[src/hdl/ferl_pkg.sv]
// Shared types and constants for the fault event ring logger.
package ferl_pkg;

  typedef enum logic [2:0] {
    ACT_RECORD      = 3'd0,
    ACT_CTRL_FRAME  = 3'd1,
    ACT_TIMING      = 3'd2,
    ACT_READ_EVENT  = 3'd3,
    ACT_FIRST_FAULT = 3'd4,
    ACT_FAULT_FRAME = 3'd5,
    ACT_FIRST_LOOP  = 3'd6,
    ACT_CLEAR       = 3'd7
  } ferl_action_e;

  localparam logic [1:0] FLAG_FATAL = 2'b01;
  localparam logic [1:0] FLAG_FIRST = 2'b10;

  typedef struct packed {
    ferl_action_e action;
    logic         fatal;
    logic [31:0]  error_code;
    logic [63:0]  snapshot_in;
    logic [31:0]  cycle_in;
    logic         complete_in;
    logic [31:0]  detail_in;
    logic [31:0]  after_seq;
  } ferl_in_t;

  typedef struct packed {
    logic        found;
    logic [31:0] event_number;
    logic [31:0] event_error;
    logic [1:0]  event_flags;
    logic [63:0] snapshot_out;
    logic [31:0] cycle_out;
    logic        complete_out;
    logic [31:0] detail_out;
  } ferl_out_t;

  typedef struct packed {
    logic [31:0] number;
    logic [31:0] error;
    logic [1:0]  flags;
  } ferl_entry_t;

endpackage

[src/hdl/ferl_ram.sv]
// Generic single-write, single-read synchronous RAM with registered read data.
module ferl_ram #(
  parameter int WIDTH = 8,
  parameter int DEPTH = 16
) (
  input  logic                     clk_i,
  input  logic                     we_i,
  input  logic [$clog2(DEPTH)-1:0] waddr_i,
  input  logic [WIDTH-1:0]         wdata_i,
  input  logic                     re_i,
  input  logic [$clog2(DEPTH)-1:0] raddr_i,
  output logic [WIDTH-1:0]         rdata_o
);

  logic [WIDTH-1:0] mem_q [DEPTH];
  logic [WIDTH-1:0] rdata_q;

  always_ff @(posedge clk_i) begin
    if (we_i) begin
      mem_q[waddr_i] <= wdata_i;
    end
    if (re_i) begin
      rdata_q <= mem_q[raddr_i];
    end
  end

  assign rdata_o = rdata_q;

endmodule

[src/hdl/fault_event_ring_logger.sv]
// Top level of the fault event ring logger: event ring, first-fault latch, timing records.
//
//   channel | direction | handshake            | payload
//   --------+-----------+----------------------+------------
//   in      | input     | in_valid_i/in_stall_o   | ferl_in_t
//   out     | output    | out_valid_o/out_stall_i | ferl_out_t
//
// Every action except a read event on a non-empty ring gives its result in the cycle after the transfer.
// Read event scans at most fill entries, oldest first: the ring RAM gives one entry per cycle.
// Input is taken only while no scan runs and the output register is free or draining.
// Reset and the clear action zero the fill count, so no RAM clearing pass is needed.
// A stalled result holds in the output register; a scan waits with its RAM data held.
module fault_event_ring_logger
  import ferl_pkg::*;
#(
  parameter int LOG_DEPTH = 16
) (
  input  logic      clk_i,
  input  logic      rst_ni,
  input  logic      in_valid_i,
  output logic      in_stall_o,
  input  ferl_in_t  in_data_i,
  output logic      out_valid_o,
  input  logic      out_stall_i,
  output ferl_out_t out_data_o
);

  localparam int AW = $clog2(LOG_DEPTH);
  localparam int FW = $clog2(LOG_DEPTH + 1);

  typedef enum logic [1:0] {
    ST_IDLE = 2'b01,
    ST_SCAN = 2'b10
  } state_e;

  state_e      state_q, state_d;
  logic [31:0] seq_q, seq_d;
  logic [FW-1:0] fill_q, fill_d;
  logic [AW-1:0] wslot_q, wslot_d;
  logic [31:0] first_num_q, first_num_d;
  logic [31:0] first_err_q, first_err_d;
  logic [1:0]  first_flags_q, first_flags_d;
  logic [63:0] latest_snap_q, latest_snap_d;
  logic [63:0] fault_snap_q, fault_snap_d;
  logic [31:0] latest_cyc_q, latest_cyc_d;
  logic [31:0] latest_det_q, latest_det_d;
  logic        latest_cmp_q, latest_cmp_d;
  logic [31:0] fault_cyc_q, fault_cyc_d;
  logic [31:0] fault_det_q, fault_det_d;
  logic        fault_cmp_q, fault_cmp_d;
  logic [31:0] fl_cyc_q, fl_cyc_d;
  logic [31:0] fl_det_q, fl_det_d;
  logic        fl_cmp_q, fl_cmp_d;
  logic [AW-1:0] scan_addr_q, scan_addr_d;
  logic [FW-1:0] scan_cnt_q, scan_cnt_d;
  logic [31:0] after_q, after_d;
  logic        out_valid_q, out_valid_d;
  ferl_out_t   out_q, out_d;

  logic          out_free, in_accept;
  logic          ram_we, ram_re;
  logic [AW-1:0] ram_raddr, start_addr;
  ferl_entry_t   ram_wdata, ram_rdata;
  logic [FW-1:0] wslot_ext;
  logic          hit, last;
  logic [31:0]   num;
  logic [1:0]    rec_flags;
  ferl_out_t     res;
  logic          res_load;

  function automatic logic [AW-1:0] next_addr(input logic [AW-1:0] a);
    next_addr = (a == AW'(LOG_DEPTH - 1)) ? '0 : a + 1'b1;
  endfunction

  ferl_ram #(
    .WIDTH ($bits(ferl_entry_t)),
    .DEPTH (LOG_DEPTH)
  ) u_ring (
    .clk_i   (clk_i),
    .we_i    (ram_we),
    .waddr_i (wslot_q),
    .wdata_i (ram_wdata),
    .re_i    (ram_re),
    .raddr_i (ram_raddr),
    .rdata_o (ram_rdata)
  );

  assign out_free   = !out_valid_q || !out_stall_i;
  assign in_stall_o = !((state_q == ST_IDLE) && out_free);
  assign in_accept  = in_valid_i && !in_stall_o;

  assign wslot_ext  = FW'(wslot_q);
  assign start_addr = (wslot_ext >= fill_q) ? AW'(wslot_ext - fill_q)
                                            : AW'(wslot_ext + FW'(LOG_DEPTH) - fill_q);

  assign hit  = ram_rdata.number > after_q;
  assign last = scan_cnt_q == (fill_q - 1'b1);
  assign num  = seq_q + 32'd1;

  always_comb begin
    state_d       = state_q;
    seq_d         = seq_q;
    fill_d        = fill_q;
    wslot_d       = wslot_q;
    first_num_d   = first_num_q;
    first_err_d   = first_err_q;
    first_flags_d = first_flags_q;
    latest_snap_d = latest_snap_q;
    fault_snap_d  = fault_snap_q;
    latest_cyc_d  = latest_cyc_q;
    latest_det_d  = latest_det_q;
    latest_cmp_d  = latest_cmp_q;
    fault_cyc_d   = fault_cyc_q;
    fault_det_d   = fault_det_q;
    fault_cmp_d   = fault_cmp_q;
    fl_cyc_d      = fl_cyc_q;
    fl_det_d      = fl_det_q;
    fl_cmp_d      = fl_cmp_q;
    scan_addr_d   = scan_addr_q;
    scan_cnt_d    = scan_cnt_q;
    after_d       = after_q;
    ram_we        = 1'b0;
    ram_re        = 1'b0;
    ram_raddr     = start_addr;
    rec_flags     = in_data_i.fatal ? FLAG_FATAL : 2'b00;
    res           = '0;
    res_load      = 1'b0;

    if (in_data_i.fatal && (first_num_q == 32'd0)) begin
      rec_flags = rec_flags | FLAG_FIRST;
    end
    ram_wdata.number = num;
    ram_wdata.error  = in_data_i.error_code;
    ram_wdata.flags  = rec_flags;

    case (state_q)
      ST_IDLE: begin
        if (in_accept) begin
          res_load = 1'b1;
          case (in_data_i.action)
            ACT_RECORD: begin
              ram_we  = 1'b1;
              seq_d   = num;
              wslot_d = next_addr(wslot_q);
              if (fill_q != FW'(LOG_DEPTH)) begin
                fill_d = fill_q + 1'b1;
              end
              if (in_data_i.fatal && (first_num_q == 32'd0)) begin
                first_num_d   = num;
                first_err_d   = in_data_i.error_code;
                first_flags_d = rec_flags;
                fault_snap_d  = latest_snap_q;
                fault_cyc_d   = latest_cyc_q;
                fault_det_d   = latest_det_q;
                fault_cmp_d   = latest_cmp_q;
              end
            end
            ACT_CTRL_FRAME, ACT_TIMING: begin
              if (in_data_i.action == ACT_CTRL_FRAME) begin
                latest_snap_d = in_data_i.snapshot_in;
              end
              latest_cyc_d = in_data_i.cycle_in;
              latest_det_d = in_data_i.detail_in;
              latest_cmp_d = in_data_i.complete_in;
              if (in_data_i.complete_in && (fl_cyc_q == 32'd0)) begin
                fl_cyc_d = in_data_i.cycle_in;
                fl_det_d = in_data_i.detail_in;
                fl_cmp_d = in_data_i.complete_in;
              end
            end
            ACT_READ_EVENT: begin
              if (fill_q != '0) begin
                res_load    = 1'b0;
                ram_re      = 1'b1;
                scan_addr_d = next_addr(start_addr);
                scan_cnt_d  = '0;
                after_d     = in_data_i.after_seq;
                state_d     = ST_SCAN;
              end
            end
            ACT_FIRST_FAULT: begin
              if (first_num_q != 32'd0) begin
                res.found        = 1'b1;
                res.event_number = first_num_q;
                res.event_error  = first_err_q;
                res.event_flags  = first_flags_q;
              end
            end
            ACT_FAULT_FRAME: begin
              res.snapshot_out = fault_snap_q;
              res.cycle_out    = fault_cyc_q;
              res.complete_out = fault_cmp_q;
              res.detail_out   = fault_det_q;
            end
            ACT_FIRST_LOOP: begin
              res.cycle_out    = fl_cyc_q;
              res.complete_out = fl_cmp_q;
              res.detail_out   = fl_det_q;
            end
            default: begin
              seq_d         = '0;
              fill_d        = '0;
              wslot_d       = '0;
              first_num_d   = '0;
              first_err_d   = '0;
              first_flags_d = '0;
              latest_snap_d = '0;
              fault_snap_d  = '0;
              latest_cyc_d  = '0;
              latest_det_d  = '0;
              latest_cmp_d  = 1'b0;
              fault_cyc_d   = '0;
              fault_det_d   = '0;
              fault_cmp_d   = 1'b0;
              fl_cyc_d      = '0;
              fl_det_d      = '0;
              fl_cmp_d      = 1'b0;
            end
          endcase
        end
      end
      ST_SCAN: begin
        if (hit || last) begin
          if (out_free) begin
            res_load = 1'b1;
            if (hit) begin
              res.found        = 1'b1;
              res.event_number = ram_rdata.number;
              res.event_error  = ram_rdata.error;
              res.event_flags  = ram_rdata.flags;
            end
            state_d = ST_IDLE;
          end
        end else begin
          ram_re      = 1'b1;
          ram_raddr   = scan_addr_q;
          scan_addr_d = next_addr(scan_addr_q);
          scan_cnt_d  = scan_cnt_q + 1'b1;
        end
      end
      default: begin
        state_d = ST_IDLE;
      end
    endcase

    out_valid_d = out_valid_q && out_stall_i;
    out_d       = out_q;
    if (res_load) begin
      out_valid_d = 1'b1;
      out_d       = res;
    end
  end

  always_ff @(posedge clk_i or negedge rst_ni) begin
    if (!rst_ni) begin
      state_q       <= ST_IDLE;
      seq_q         <= '0;
      fill_q        <= '0;
      wslot_q       <= '0;
      first_num_q   <= '0;
      first_err_q   <= '0;
      first_flags_q <= '0;
      latest_snap_q <= '0;
      fault_snap_q  <= '0;
      latest_cyc_q  <= '0;
      latest_det_q  <= '0;
      latest_cmp_q  <= 1'b0;
      fault_cyc_q   <= '0;
      fault_det_q   <= '0;
      fault_cmp_q   <= 1'b0;
      fl_cyc_q      <= '0;
      fl_det_q      <= '0;
      fl_cmp_q      <= 1'b0;
      scan_addr_q   <= '0;
      scan_cnt_q    <= '0;
      out_valid_q   <= 1'b0;
    end else begin
      state_q       <= state_d;
      seq_q         <= seq_d;
      fill_q        <= fill_d;
      wslot_q       <= wslot_d;
      first_num_q   <= first_num_d;
      first_err_q   <= first_err_d;
      first_flags_q <= first_flags_d;
      latest_snap_q <= latest_snap_d;
      fault_snap_q  <= fault_snap_d;
      latest_cyc_q  <= latest_cyc_d;
      latest_det_q  <= latest_det_d;
      latest_cmp_q  <= latest_cmp_d;
      fault_cyc_q   <= fault_cyc_d;
      fault_det_q   <= fault_det_d;
      fault_cmp_q   <= fault_cmp_d;
      fl_cyc_q      <= fl_cyc_d;
      fl_det_q      <= fl_det_d;
      fl_cmp_q      <= fl_cmp_d;
      scan_addr_q   <= scan_addr_d;
      scan_cnt_q    <= scan_cnt_d;
      out_valid_q   <= out_valid_d;
    end
  end

  always_ff @(posedge clk_i) begin
    after_q <= after_d;
    out_q   <= out_d;
  end

  assign out_valid_o = out_valid_q;
  assign out_data_o  = out_q;

endmodule

[config.mk]
export PLATFORM = sky130hd
export DESIGN_NAME = fault_event_ring_logger
export DESIGN_NICKNAME = d
export VERILOG_FILES = /design/src/hdl/ferl_pkg.sv /design/src/hdl/ferl_ram.sv /design/src/hdl/fault_event_ring_logger.sv
export SDC_FILE = /design/constraint.sdc
export NUM_CORES = 2
export LEC_CHECK = 0
export BUFFER_PORTS_ARGS = -buffer_cell sky130_fd_sc_hd__buf_2
export CAP_MARGIN = 20
export CORE_MARGIN = 4
export CORE_UTILIZATION = 60
export DETAILED_ROUTE_END_ITERATION = 7
export PLACE_DENSITY = 0.88
export SYNTH_ARGS = -nofsm -noshare
export SYNTH_HDL_FRONTEND = slang
export SYNTH_HIERARCHICAL = 1
export SYNTH_SLANG_ARGS = --single-unit
[constraint.sdc]
create_clock -name clk_i -period 13.9 [get_ports clk_i]
set_input_delay 2.78 -clock clk_i [delete_from_list [all_inputs] [get_ports clk_i]]
set_output_delay 2.78 -clock clk_i [all_outputs]
set_load 0.1 [all_outputs]
==> results.py <==
metrics = {
    "timing": {
        "tightestPinTransition_ps": 1460,
        "hold_violations": 0,
        "finalSetupViolations": 0,
        "hold_slack_ps": 477,
        "min_period_over_period_pct": 49.5,
        "timing.fmax_mhz": 145,
        "finalCriticalPeriod_ps": 6870,
        "rsz0062_at_grt": "no",
        "slew_viol_final": 0,
        "max_slew_margin_pct": 2.98,
        "clock-skew-final_ps": 37.8,
        "setup_tns_ps": 0,
    },
    "placement": {
        "dpl.cell_count": 5749,
        "hpwl_um": 98500,
        "port_buffers": 398,
        "place_area_mm2": 0.0723,
        "place_congestion": 0.841,
    },
    "critical_path": {
        "arrival_ps": 7390,
        "crit_slowest_cell": "o31ai_2",
        "worstSetupStartpointType": "flop",
        "critPathMaxStageDelay_ps": 630,
        "cp.required_ps": 14420,
        "path_class": "flop to flop",
        "cpMostUsedCell": "buf_4",
        "crit_fanout": 99,
        "end_kind": "flop",
        "crit_chain": "inv_1, ha_1, a21oi_1, o21ai_0, a21oi_1, nand3_1, o31ai_2, a21oi_2, buf_4, nand2b_1, a21oi_4, buf_12, buf_4, buf_16, buf_4, mux4_2, a22oi_1, nand2_1",
    },
    "pwr": {
        "p_sw_share_pct": 36.9,
        "power.internal_mw": 11.3,
        "leakage_nw": 28.8,
        "pwr-share-seq_pct": 37.1,
        "p_sw_mw": 6.63,
        "power_frac_comb_pct": 37.1,
        "total_power_mw": 18.0,
        "peakVddDrop_mv": 0.337,
        "powerDensity_mw_per_mm2": 230,
        "clkPwrFrac_pct": 25.8,
    },
    "clock_tree": {
        "cts_resized": 0,
        "ctsRootBufferMaster": "clkbuf_16",
        "clk_latency_ps": 790,
        "postCtsHoldBufs": 0,
        "cts.clk_slew.worst_paths_ps": 70,
        "postCtsSetupRepairBufs": 0,
        "tritoncts": "yes",
        "cts_buffers": 169,
        "htree_levels": 4,
        "cts_sinks": 1792,
        "cts_max_path_buffers": 3,
    },
    "synthesis": {
        "synthCells": 4031,
        "yosysUniqueCellTypes": 71,
        "syn-cell-area_mm2": 0.0689,
        "synthDominantCellAreaShare_pct": 58.8,
        "synth-seq-cells": 1792,
        "synth_top_cell_by_area": "edfxtp_1",
        "synth_edf_count": 1350,
        "yosysWarningCount": 6,
        "synth-main-ff-cell": "edfxtp_1",
        "avgSynthCellArea_um2": 17.1,
        "syn_nets": 4279,
        "synthArstFlopShare_pct": 24.7,
        "seq_area_frac_synth_pct": 74.8,
        "synthTopCellsByArea": "edfxtp_1 (59%), dfrtp_1 (16%), mux4_2 (8.6%)",
    },
    "die": {
        "dieWidth_um": 347,
        "start_util_pct": 60.4,
        "die_h_um": 347,
        "coreArea_mm2": 0.114,
        "rows": 124,
        "io_pins": 399,
        "dieArea_mm2": 0.120,
    },
    "final_layout": {
        "fin_cells": 6080,
        "drive_gt1_share_pct": 22.6,
        "fill_cells": 6751,
        "area.growth.synth_to_final_pct": 13.3,
        "nNetsFinal": 4669,
        "fin_area_mm2": 0.0781,
    },
    "run": {
        "drv_cap": 0,
    },
    "routing": {
        "routedWlPerCell_um": 30.8,
        "antenna_left": 0,
        "drt_pre_antenna_iters": 8,
        "routed_wl_um": 187000,
        "first_iter_violations": 6278,
        "via_per_inst": 6.77,
        "route.detailed.drc": 3,
        "vias": 41200,
    },
    "status": {
        "violations": "design-rule violations",
        "status": "finished, violations left",
    },
    "worst_hold_path": {
        "hold_class": "flop to flop",
    },
    "grt": {
        "grt_overflow": 0,
        "track_usage_pct": 30.6,
        "grt_pass1_vias": 41600,
        "grt_util_met1_pct": 39.5,
        "grt_pass1_wl_um": 274000,
        "grt_max_degree": 197,
        "grtUsageMet2_pct": 50.2,
        "gr-usage-met3_pct": 6.72,
        "antenna_found_initial": 11,
        "grt.busiest_layer": "met2",
    },
}
==> cells in the final DEF (no fill, tap or decap), types with 9 or more instances in the layout <==
| master | n |
|---|---|
| clkbuf_1 | 49 |
| nand3_1 | 35 |
| xnor2_1 | 16 |
| clkinv_2 | 27 |
| clkbuf_16 | 170 |
| a22oi_1 | 201 |
| inv_1 | 71 |
| a21oi_1 | 21 |
| nand4_1 | 11 |
| o21ai_0 | 270 |
| nand2_1 | 484 |
| clkinv_1 | 18 |
| mux4_2 | 264 |
| nor2_4 | 15 |
| bufinv_16 | 13 |
| nor2_1 | 93 |
| clkbuf_8 | 15 |
| a22o_1 | 238 |
| dfrtp_1 | 441 |
| nor4_1 | 16 |
| buf_2 | 397 |
| xor2_1 | 24 |
| edfxtp_1 | 1350 |
| and3_1 | 9 |
| buf_4 | 56 |
| a21o_1 | 11 |
| ha_1 | 45 |
| and2_1 | 70 |
==> cells in the mapped netlist, drive strengths merged (7+ instances only) <==
library cell and count:
a21o 12, a21oi 26, a22o 238, a22oi 201, and2 71, and3 11
buf 109, clkbuf 139, dfrtp 441, edfxtp 1350, ha 46, inv 72
mux4 264, nand2 485, nand2b 7, nand3 38, nand4 12, nor2 108
nor3 12, nor4 17, o21ai 273, xnor2 16, xor2 24
==> cells by family after synthesis <==
group | count (synthesis) | synth area share, %
AND/OR/NAND/NOR | 783 | 4.97
adder cells (fa/ha/maj) | 47 | 0.864
AO/OA/AOI/OAI | 778 | 7.87
buffers and inverters | 321 | 2.24
flip-flops | 1792 | 74.8
XOR/XNOR | 40 | 0.508
multiplexers | 270 | 8.72
==> sequential cells by signal, indices dropped and copies added, names as in the netlist, 4 cells and up <==
register and count:
u_ring/mem_q 1056, fault_snap_q 64, fl_det_q 32, out_data_o 196, fault_cyc_q 32, after_q 32
scan_cnt_q 5, fill_q 5, wslot_q 4, latest_det_q 32, latest_snap_q 64, fl_cyc_q 32
scan_addr_q 4, first_num_q 32, seq_q 32, fault_det_q 32, u_ring/rdata_o 66, first_err_q 32
latest_cyc_q 32
==> final timing paths <==
kind	startpoint	endpoint	slack, ps	cells after the start
max in group asynchronous	rst_ni	latest_det_q[11]$_DFFE_PN0P_	9470	3
setup reg to reg	after_q[5]$_DFFE_PP_	u_ring/rdata_o[33]$_DFFE_PP_	7030	18
hold reg to reg	latest_snap_q[39]$_DFFE_PN0P_	latest_snap_q[39]$_DFFE_PN0P_	480	2
hold / removal	latest_snap_q[39]$_DFFE_PN0P_	latest_snap_q[39]$_DFFE_PN0P_	480	2
setup / recovery	after_q[5]$_DFFE_PP_	u_ring/rdata_o[33]$_DFFE_PP_	7030	18
min in group asynchronous	rst_ni	fault_snap_q[3]$_DFFE_PN0P_	2110	1
==> power groups by stage <==
stage,Combinational (mW),Sequential [mW],Clock (mW)
after floorplan,3.82,7.76,0
after global routing,6.93,6.70,4.92
after CTS,6.55,6.66,4.67
after global placement,6.19,6.73,0
after detailed placement,6.38,6.75,0
final,6.67,6.67,4.64
==> routing by layer <==
metal | vias up | wire length (um)
met5 | - | 29
met4 | 4 | 11300
met3 | 825 | 21900
met2 | 3603 | 92100
met1 | 20300 | 61900
li1 | 16400 | -
==> worst max-delay path: cells and delay by family (launching register included) <==
| kind | cells | cell delay, ps |
|---|---|---|
| compound gates | 7 | 2120 |
| fa+ha+maj | 1 | 340 |
| buf+inv | 6 | 2330 |
| flops | 1 | 450 |
| mux | 1 | 590 |
| simple gates | 3 | 630 |
==> layout make-up <==
type,instances,area (um2),area share [%]
Sequential cell,1792,51600,66.1
Tap cell,1512,1890,2.42
Clock inverter,77,842,1.08
Clock buffer,234,4640,5.95
Antenna cell,7,17.5,0.0224
Inverter,73,275,0.352
Timing Repair Buffer,467,2740,3.51
Multi-Input combinational cell,1918,16100,20.6
==> metrics by stage <==
step	worst slack, ps	util, %
CTS	6870	68.1
global placement	6760	63.3
global route	6650	68.4
finish	7030	68.4
detailed placement	6620	63.3
floorplan	327	-
(Power assumes the default switching activity.)
